`config.mk`:
```
export PLATFORM = sky130hd
export DESIGN_NAME = prefix_varint_encoder_top
export DESIGN_NICKNAME = d
export VERILOG_FILES = /design/src/sv/pvenc_pkg.sv /design/src/sv/prefix_varint_encoder_top.sv
export SDC_FILE = /design/constraint.sdc
export NUM_CORES = 1
export LEC_CHECK = 0
export ABC_AREA = 0
export BUFFER_PORTS_ARGS = -buffer_cell sky130_fd_sc_hd__buf_2
export CORE_MARGIN = 2
export CORE_UTILIZATION = 46
export DETAILED_ROUTE_END_ITERATION = 10
export PLACE_DENSITY_LB_ADDON = 0.15
export SETUP_SLACK_MARGIN = 0.02
export SLEW_MARGIN = 0
export SYNTH_ARGS = -nofsm -noshare
export SYNTH_HDL_FRONTEND = slang
export SYNTH_SLANG_ARGS = --single-unit
```
`constraint.sdc`:
```
create_clock -name clk_i -period 3.16 [get_ports clk_i]
set_input_delay 0.632 -clock clk_i [delete_from_list [all_inputs] [get_ports clk_i]]
set_output_delay 0.632 -clock clk_i [all_outputs]
set_load 0.005 [all_outputs]
```
`src/sv/pvenc_pkg.sv`:
```
`timescale 1ns / 1ps
`default_nettype none

package pvenc_pkg;

  localparam int unsigned ValueWidth = 64;
  localparam int unsigned ByteWidth  = 8;
  localparam int unsigned NumBytes   = ValueWidth / ByteWidth;
  localparam int unsigned GroupBits  = 7;

  typedef logic [3:0] cnt_t;
  typedef logic [2:0] sel_t;
  typedef logic [ByteWidth-1:0] byte_t;

  localparam cnt_t  EscCount = cnt_t'(NumBytes);
  localparam byte_t EscByte  = 8'hff;

  function automatic byte_t prefix_byte(input sel_t k);
    logic [15:0] wide;
    wide = 16'hff00 >> k;
    return wide[7:0];
  endfunction

endpackage

`default_nettype wire

```
`src/sv/prefix_varint_encoder_top.sv`:
```
`timescale 1ns / 1ps
`default_nettype none

// Prefix-length varint encoder. Each request carries one 64-bit unsigned
// value and produces 1 to 9 bytes on the output channel, first byte first,
// with last_o set on the final byte. A value below 2^(7*(k+1)) for k in 0..7
// takes 1+k bytes: k leading ones, a zero and the top payload bits in the
// first byte, the rest big-endian. Larger values give 0xff and then the eight
// value bytes least significant first. The block emits one byte per cycle
// while the output is not stalled; the next request is taken in the cycle
// the previous value's last byte enters the output register, so values
// stream without gaps when not stalled. An accepted request is first held
// in the value register, and its first byte then enters the output register.
module prefix_varint_encoder_top (
  input  wire logic        clk_i,
  input  wire logic        rst_ni,
  input  wire logic        in_valid_i,
  output logic             in_stall_o,
  input  wire logic [63:0] value_i,
  output logic             out_valid_o,
  input  wire logic        out_stall_i,
  output logic [7:0]       out_byte_o,
  output logic             last_o
);

  logic [63:0]         value_q;
  pvenc_pkg::cnt_t     len_q, len_d;
  pvenc_pkg::cnt_t     idx_q;
  logic                busy_q;
  logic                out_valid_q;
  pvenc_pkg::byte_t    out_byte_q, out_byte_d;
  logic                last_q;

  logic                out_free, cur_last, advance, in_ready, accept;
  pvenc_pkg::cnt_t     sel_wide;
  pvenc_pkg::sel_t     sel;
  pvenc_pkg::byte_t    data_byte;

  always_comb begin
    len_d = pvenc_pkg::EscCount;
    for (int j = 7; j >= 0; j--) begin
      if ((value_i >> (pvenc_pkg::GroupBits * (j + 1))) == 64'd0) begin
        len_d = pvenc_pkg::cnt_t'(j);
      end
    end
  end

  assign out_free = !out_valid_q || !out_stall_i;
  assign cur_last = (idx_q == len_q);
  assign advance  = busy_q && out_free;
  assign in_ready = !busy_q || (advance && cur_last);
  assign accept   = in_valid_i && in_ready;
  assign in_stall_o = !in_ready;

  always_comb begin
    if (idx_q == 4'd0) begin
      sel_wide = len_q;
    end else if (len_q == pvenc_pkg::EscCount) begin
      sel_wide = idx_q - 4'd1;
    end else begin
      sel_wide = len_q - idx_q;
    end
    sel       = sel_wide[2:0];
    data_byte = value_q[{sel, 3'b000} +: 8];
    if (idx_q != 4'd0) begin
      out_byte_d = data_byte;
    end else if (len_q == pvenc_pkg::EscCount) begin
      out_byte_d = pvenc_pkg::EscByte;
    end else begin
      out_byte_d = pvenc_pkg::prefix_byte(len_q[2:0]) | data_byte;
    end
  end

  always_ff @(posedge clk_i or negedge rst_ni) begin
    if (!rst_ni) begin
      busy_q      <= 1'b0;
      idx_q       <= '0;
      out_valid_q <= 1'b0;
    end else begin
      if (accept) begin
        busy_q <= 1'b1;
        idx_q  <= '0;
      end else if (advance) begin
        idx_q <= idx_q + 4'd1;
        if (cur_last) begin
          busy_q <= 1'b0;
        end
      end
      if (out_free) begin
        out_valid_q <= busy_q;
      end
    end
  end

  always_ff @(posedge clk_i) begin
    if (accept) begin
      value_q <= value_i;
      len_q   <= len_d;
    end
    if (advance) begin
      out_byte_q <= out_byte_d;
      last_q     <= cur_last;
    end
  end

  assign out_valid_o = out_valid_q;
  assign out_byte_o  = out_byte_q;
  assign last_o      = last_q;

endmodule

`default_nettype wire
```
==> impl_metrics.py, run 1 <==
metrics = {
    "run_status": {
        "status": "finished, final reports clean",
    },
    "critical_path": {
        "required_ns": 3.27,
        "worstPathArrival_ns": 2.93,
        "end_kind": "flop",
        "criticalPathCategory": "reg2reg",
        "cp_max_fo": 10,
        "ff2ff_path_depth": 7,
        "start_kind": "flop",
    },
    "synthesis": {
        "netlist_instances": 275,
        "ys_warn_count": 0,
        "synthAdderAreaFrac": 0.01842,
        "yosys.area.top_type": "edfxtp_1",
        "synth_compound_area_frac": 0.1303,
        "netlist-cell-type-count": 57,
        "synth_commonest_cells": "77 x edfxtp_1, 31 x nand2_1, 22 x a21oi_1, 10 x inv_1, 10 x nor4_1",
        "async_reset_ff_frac": 0.07229,
        "synth_enable_flop_cells": 77,
        "synth-seq-area-share": 0.6474,
        "synth-simple-area-share": 0.1115,
        "synth.most_common_cell": "edfxtp_1",
        "synth_flop_cell": "edfxtp_1",
        "synth_top_area_share": 0.6079,
        "syn-num-nets": 348,
        "synth_area_um2": 3804,
        "synth.avg_cell_area_um2": 13.83,
        "synth_top_family_by_area": "compound AO/OA/AOI/OAI gates",
        "ys_top_cells_by_area": "edfxtp_1 61%, dfrtp_1 3.9%, mux4_1 3.5%",
        "synth_seq_cells": 83,
        "synth_xor_area_frac": 0.009211,
        "synth_mux_area_frac": 0.05921,
    },
    "flow_run": {
        "cap_violations": 0,
    },
    "timing": {
        "setup_ws_ns": 0.3463,
        "setup_tns_ns": 0,
        "skew_ns": 0.008214,
        "slew_violations": 0,
        "layout_min_cycle_time_ns": 2.814,
        "hold_viol": 0,
        "slew_headroom": 0.6302,
        "max_freq_ghz": 0.3554,
        "setup_viol": 0,
        "worstMarginPinSlew_ns": 0.5496,
        "rsz0062_at_grt": "false",
        "min_period_over_period": 0.8904,
    },
    "routing": {
        "wirelength_mm": 8.780,
        "drt_first_pass_iters": 4,
        "ant_nets": 0,
        "wl_per_cell_um": 18.33,
        "via_count": 2723,
        "initialDrtViolationCount": 228,
        "drcViolationCount": 0,
        "via_per_inst": 5.685,
    },
    "pwr": {
        "power_frac_clock": 0.209,
        "intPower_uw": 2651,
        "vdd_drop_max_mv": 0.3533,
        "p_total_uw": 4124,
        "p_seq_frac": 0.363,
        "power_density_nw_per_um2": 893.0,
        "p_sw_frac": 0.3571,
        "p_comb_frac": 0.428,
        "leakagePower_uw": 0.001725,
        "p_sw_uw": 1473,
    },
    "place": {
        "place_area_um2": 4393,
        "pre_cts_ws_ns": 0.3707,
        "io_buffers": 78,
        "place_congestion": 0.8539,
        "hpwl_mm": 6.682,
    },
    "clock_tree": {
        "path_clk_slew_ns": 0.09,
        "cts.sinks": 83,
        "cts-root-buf": "clkbuf_8",
        "cts_tree": "built",
        "cts_buffers": 9,
        "htreeDepth": 3,
        "cts-resized-gates": 0,
        "post_cts_buffers": 0,
        "cts.path.max_buffers": 2,
        "holdBufCountCts": 0,
        "worstSkewPairLatency_ns": 0.35,
    },
    "final_layout": {
        "layout-drive-gt1-share": 0.3289,
        "area_growth_pct": 21.41,
        "finish.net_count": 442,
        "antenna_cells": 0,
        "postLayoutCellArea_um2": 4618,
        "fillers": 674,
    },
    "die": {
        "initial_utilization": 0.4676,
        "die_w_um": 94.93,
        "rows": 33,
        "pin_count": 79,
        "die_y_um": 94.93,
        "core_um2": 8134,
        "dieArea_um2": 9012,
    },
    "global_routing": {
        "grt_max_degree": 43,
        "antenna_found_initial": 0,
        "grt_pass1_vias": 2634,
        "grt_overflow_total": 0,
        "grt_pass1_wl_mm": 13.64,
        "track_usage": 0.2079,
    },
    "worst_hold_path": {
        "hold_path.class": "in2async",
    },
}
## final cells by class
cell class | count | area [µm²] | share of cell area
Clock buffer | 10 | 127.6 | 0.02763
Clock inverter | 6 | 97.59 | 0.02113
Inverter | 10 | 41.29 | 0.008941
Multi-Input combinational cell | 173 | 1250 | 0.2707
Sequential cell | 83 | 2462 | 0.5332
Tap cell | 105 | 131.4 | 0.02845
Timing Repair Buffer | 92 | 508.0 | 0.1100
## critical path, stage by stage, from the launching register on
cell and delay, ns:
edfxtp_1 0.39, buf_4 0.19, nor4b_4 0.33, mux2i_2 0.51
mux2i_4 0.24, mux4_1 0.49, or3_1 0.31, o21a_1 0.11
## stage by stage
| step | hold slack [ns] | util | cells |
|---|---|---|---|
| after CTS | 0.08565 | 0.5678 | 479 |
| after global routing | 0.09092 | 0.5678 | 479 |
| after detailed placement | 0.4662 | 0.5401 | 463 |
| final | 0.08965 | 0.5678 | 479 |
| after floorplan | 0.3364 | - | 275 |
| after global placement | 0.4631 | 0.5401 | 463 |
## layer usage
layer  vias to the layer above  GRT usage  share of wire
met4                         0    0.06884          0.012
met3                         8    0.02953          0.074
met1                      1327     0.2953           0.45
met2                       108     0.3310           0.46
li1                       1280          -              -
met5                         -          0              0
## power groups by stage
stage / sequential, µW / clock (µW) / combinational [µW]
4_1_cts: 1500 / 876 / 1750
3_5_place_dp: 1530 / 0 / 1740
2_1_floorplan: 1500 / 0 / 1220
3_3_place_gp: 1520 / 0 / 1720
6_report: 1500 / 861 / 1760
5_1_grt: 1510 / 916 / 1920
## cells in the final DEF (no fill, tap or decap), drive strengths merged, types with 3 or more instances in the layout
cell and n:
a22oi 6, o22a 4, ha 4, xor2 4
mux2i 4, mux2 3, nor3 8, o21a 3
a2111oi 3, dfrtp 6, a211oi 3, buf 92
edfxtp 77, nor2b 3, o21ai 10, nor4 10
a32o 3, nand3 4, clkbuf 10, mux4 5
inv 11, nor2 9, a21oi 23, a21o 5
nand2 32
## path summary, 6_finish.rpt
check                            from            end  slack (ns)
min in group clk_i         value_i[5]     value_q[5]        0.45
hold / removal                 rst_ni    out_valid_o        0.09
setup reg to reg             len_q[0]  out_byte_o[3]        0.35
max in group asynchronous      rst_ni       idx_q[0]        2.93
setup / recovery             len_q[0]  out_byte_o[3]        0.35
hold reg to reg                busy_q    out_valid_o        0.50
## state kept, by name, indices dropped and copies added, names as in the netlist
signal	cells
value_q	64
busy_q	1
idx_q	4
out_valid_o	1
len_q	4
last_o	1
out_byte_o	8
## cell families (layout without fill, tap and decap cells)
logic type               after synthesis  after routing
AND/OR/NAND/NOR                       80             80
buffers and inverters                 19            118
XOR/XNOR                               4              4
adder cells (fa/ha/maj)                5              5
flip-flops                            83             83
AO/OA/AOI/OAI                         72             72
multiplexers                          12             12
Power figures use the tool's default switching activity.
==> run 2, diff against run 1 <==
--- a/config.mk
+++ b/config.mk
@@ -9,6 +9,7 @@
 export BUFFER_PORTS_ARGS = -buffer_cell sky130_fd_sc_hd__buf_2
 export CORE_MARGIN = 2
 export CORE_UTILIZATION = 46
+export CTS_BUF_LIST = sky130_fd_sc_hd__clkbuf_8
 export DETAILED_ROUTE_END_ITERATION = 10
 export PLACE_DENSITY_LB_ADDON = 0.15
 export SETUP_SLACK_MARGIN = 0.02
==> impl_metrics.py, run 2 (synthesized netlist as in run 1, its figures left out) <==
metrics = {
    "run_status": {
        "status": "finished, final reports clean",
    },
    "routing": {
        "via_per_inst": 5.770,
        "drcViolationCount": 0,
        "initialDrtViolationCount": 228,
        "wl_per_cell_um": 18.28,
        "ant_nets": 0,
        "wirelength_mm": 8.757,
        "drt_first_pass_iters": 5,
        "via_count": 2764,
    },
    "global_routing": {
        "grt_overflow_total": 0,
        "grt_busiest_layer": "met2",
        "grt_pass1_vias": 2634,
        "track_usage": 0.2079,
        "grt_pass1_wl_mm": 13.64,
        "grt_use_met3": 0.02953,
        "antenna_found_initial": 0,
        "grtUsageMet1": 0.2953,
        "use_met2": 0.3310,
        "grt_max_degree": 43,
    },
    "timing": {
        "hold_viol": 0,
        "worstMarginPinSlew_ns": 0.5450,
        "max_freq_ghz": 0.3565,
        "min_period_over_period": 0.8876,
        "layout_min_cycle_time_ns": 2.805,
        "setup_tns_ns": 0,
        "rsz0062_at_grt": "false",
        "skew_ns": 0.008623,
        "slew_violations": 0,
        "setup_viol": 0,
        "slew_headroom": 0.6333,
    },
    "final_layout": {
        "mostFrequentLayoutCells": "78 x buf_2, 77 x edfxtp_1, 31 x nand2_1",
        "largest_reg_flops": 64,
        "fillers": 674,
        "regMostFlops": "value_q",
        "finish.net_count": 442,
        "layout-drive-gt1-share": 0.3289,
        "area_growth_pct": 21.41,
        "layout_commonest_cell": "buf_2",
        "antenna_cells": 0,
    },
    "critical_path": {
        "slowest_delay_ns": 0.51,
        "worst-path-buf-inv": 1,
        "cp_top_family": "multiplexers",
        "critPathSlowestCell": "mux2i_2",
        "start_kind": "flop",
        "r2r-start": "len_q[0]",
        "worstPathCellList": "buf_4, nor4b_4, mux2i_2, mux2i_4, mux4_1, or3_1, o21a_1",
        "startpoint": "len_q[0]",
        "criticalPathCategory": "reg2reg",
        "worstPathArrival_ns": 2.92,
        "required_ns": 3.27,
        "end_kind": "flop",
        "cp_max_fo": 10,
    },
    "flow_run": {
        "cap_violations": 0,
    },
    "worst_hold_path": {
        "hold_path.class": "in2async",
    },
    "die": {
        "die_w_um": 94.93,
        "rows": 33,
        "initial_utilization": 0.4676,
        "pin_count": 79,
        "core_um2": 8134,
        "die_y_um": 94.93,
        "dieArea_um2": 9012,
    },
    "clock_tree": {
        "cts_buffers": 9,
        "cts-resized-gates": 0,
        "cts_tree": "built",
        "holdBufCountCts": 0,
        "post_cts_buffers": 0,
        "path_clk_slew_ns": 0.09,
        "htreeDepth": 3,
        "cts.sinks": 83,
        "worstSkewPairLatency_ns": 0.35,
        "cts-root-buf": "clkbuf_8",
        "cts.path.max_buffers": 2,
    },
    "place": {
        "place_congestion": 0.8539,
        "io_buffers": 78,
        "hpwl_mm": 6.682,
    },
    "pwr": {
        "p_total_uw": 4117,
        "power_density_nw_per_um2": 891.5,
        "p_seq_frac": 0.364,
        "vdd_drop_max_mv": 0.3528,
        "leakagePower_uw": 0.001729,
        "intPower_uw": 2648,
        "power_frac_clock": 0.208,
        "p_sw_uw": 1469,
        "p_sw_frac": 0.3568,
        "p_comb_frac": 0.428,
    },
}
==> run 2: changes by cell type in the layout (fill, tap and decap cells not counted) <==
cell      change
inv_1         +1
clkbuf_1      -1
==> run 2: layout make-up <==
class	instances	area [µm²]	area share
Tap cell	105	131.4	0.02845
Multi-Input combinational cell	173	1250	0.2707
Sequential cell	83	2462	0.5332
Clock inverter	7	101.3	0.02195
Inverter	10	41.29	0.008941
Timing Repair Buffer	92	508.0	0.1100
Clock buffer	9	123.9	0.02682
==> run 2: path summary, 6_finish.rpt <==
check                      slack, ns       endpoint  cells past startpoint
max                             0.36  out_byte_o[3]                      7
max in group asynchronous       2.93       idx_q[0]                      1
max reg2reg                     0.36  out_byte_o[3]                      7
min in group clk_i              0.45     value_q[5]                      1
min                             0.09    out_valid_o                      1
min reg2reg                     0.50    out_valid_o                      2
==> run 2: per-stage QoR <==
step | instance area [µm²] | util | setup WS [ns] | hold slack [ns] | cells
global placement | 4393 | 0.5401 | 0.3929 | 0.4631 | 463
floorplan | 3807 | - | 0.2598 | 0.3364 | 275
global route | 4618 | 0.5678 | 0.1880 | 0.09092 | 479
CTS | 4618 | 0.5678 | 0.3824 | 0.08565 | 479
finish | 4618 | 0.5678 | 0.3553 | 0.09239 | 479
detailed placement | 4393 | 0.5401 | 0.3707 | 0.4662 | 463
==> run 2: layer usage <==
layer / part of all wire / vias to the layer above
met1: 0.46 / 1357
met5: 0 / -
met4: 0.013 / 0
li1: - / 1279
met3: 0.061 / 11
met2: 0.46 / 117
==> run 2: worst reg2reg max path, stage by stage, from the launching register on <==
cell and delay [ns]:
edfxtp_1 0.39, buf_4 0.20, nor4b_4 0.34, mux2i_2 0.51, mux2i_4 0.24, mux4_1 0.49
or3_1 0.31, o21a_1 0.11
==> run 2: power groups by stage <==
stage	sequential (µW)	clock, µW	combinational [µW]
3_5_place_dp	1530	0	1740
6_report	1500	856	1760
5_1_grt	1510	913	1920
2_1_floorplan	1500	0	1220
3_3_place_gp	1520	0	1720
4_1_cts	1500	873	1750
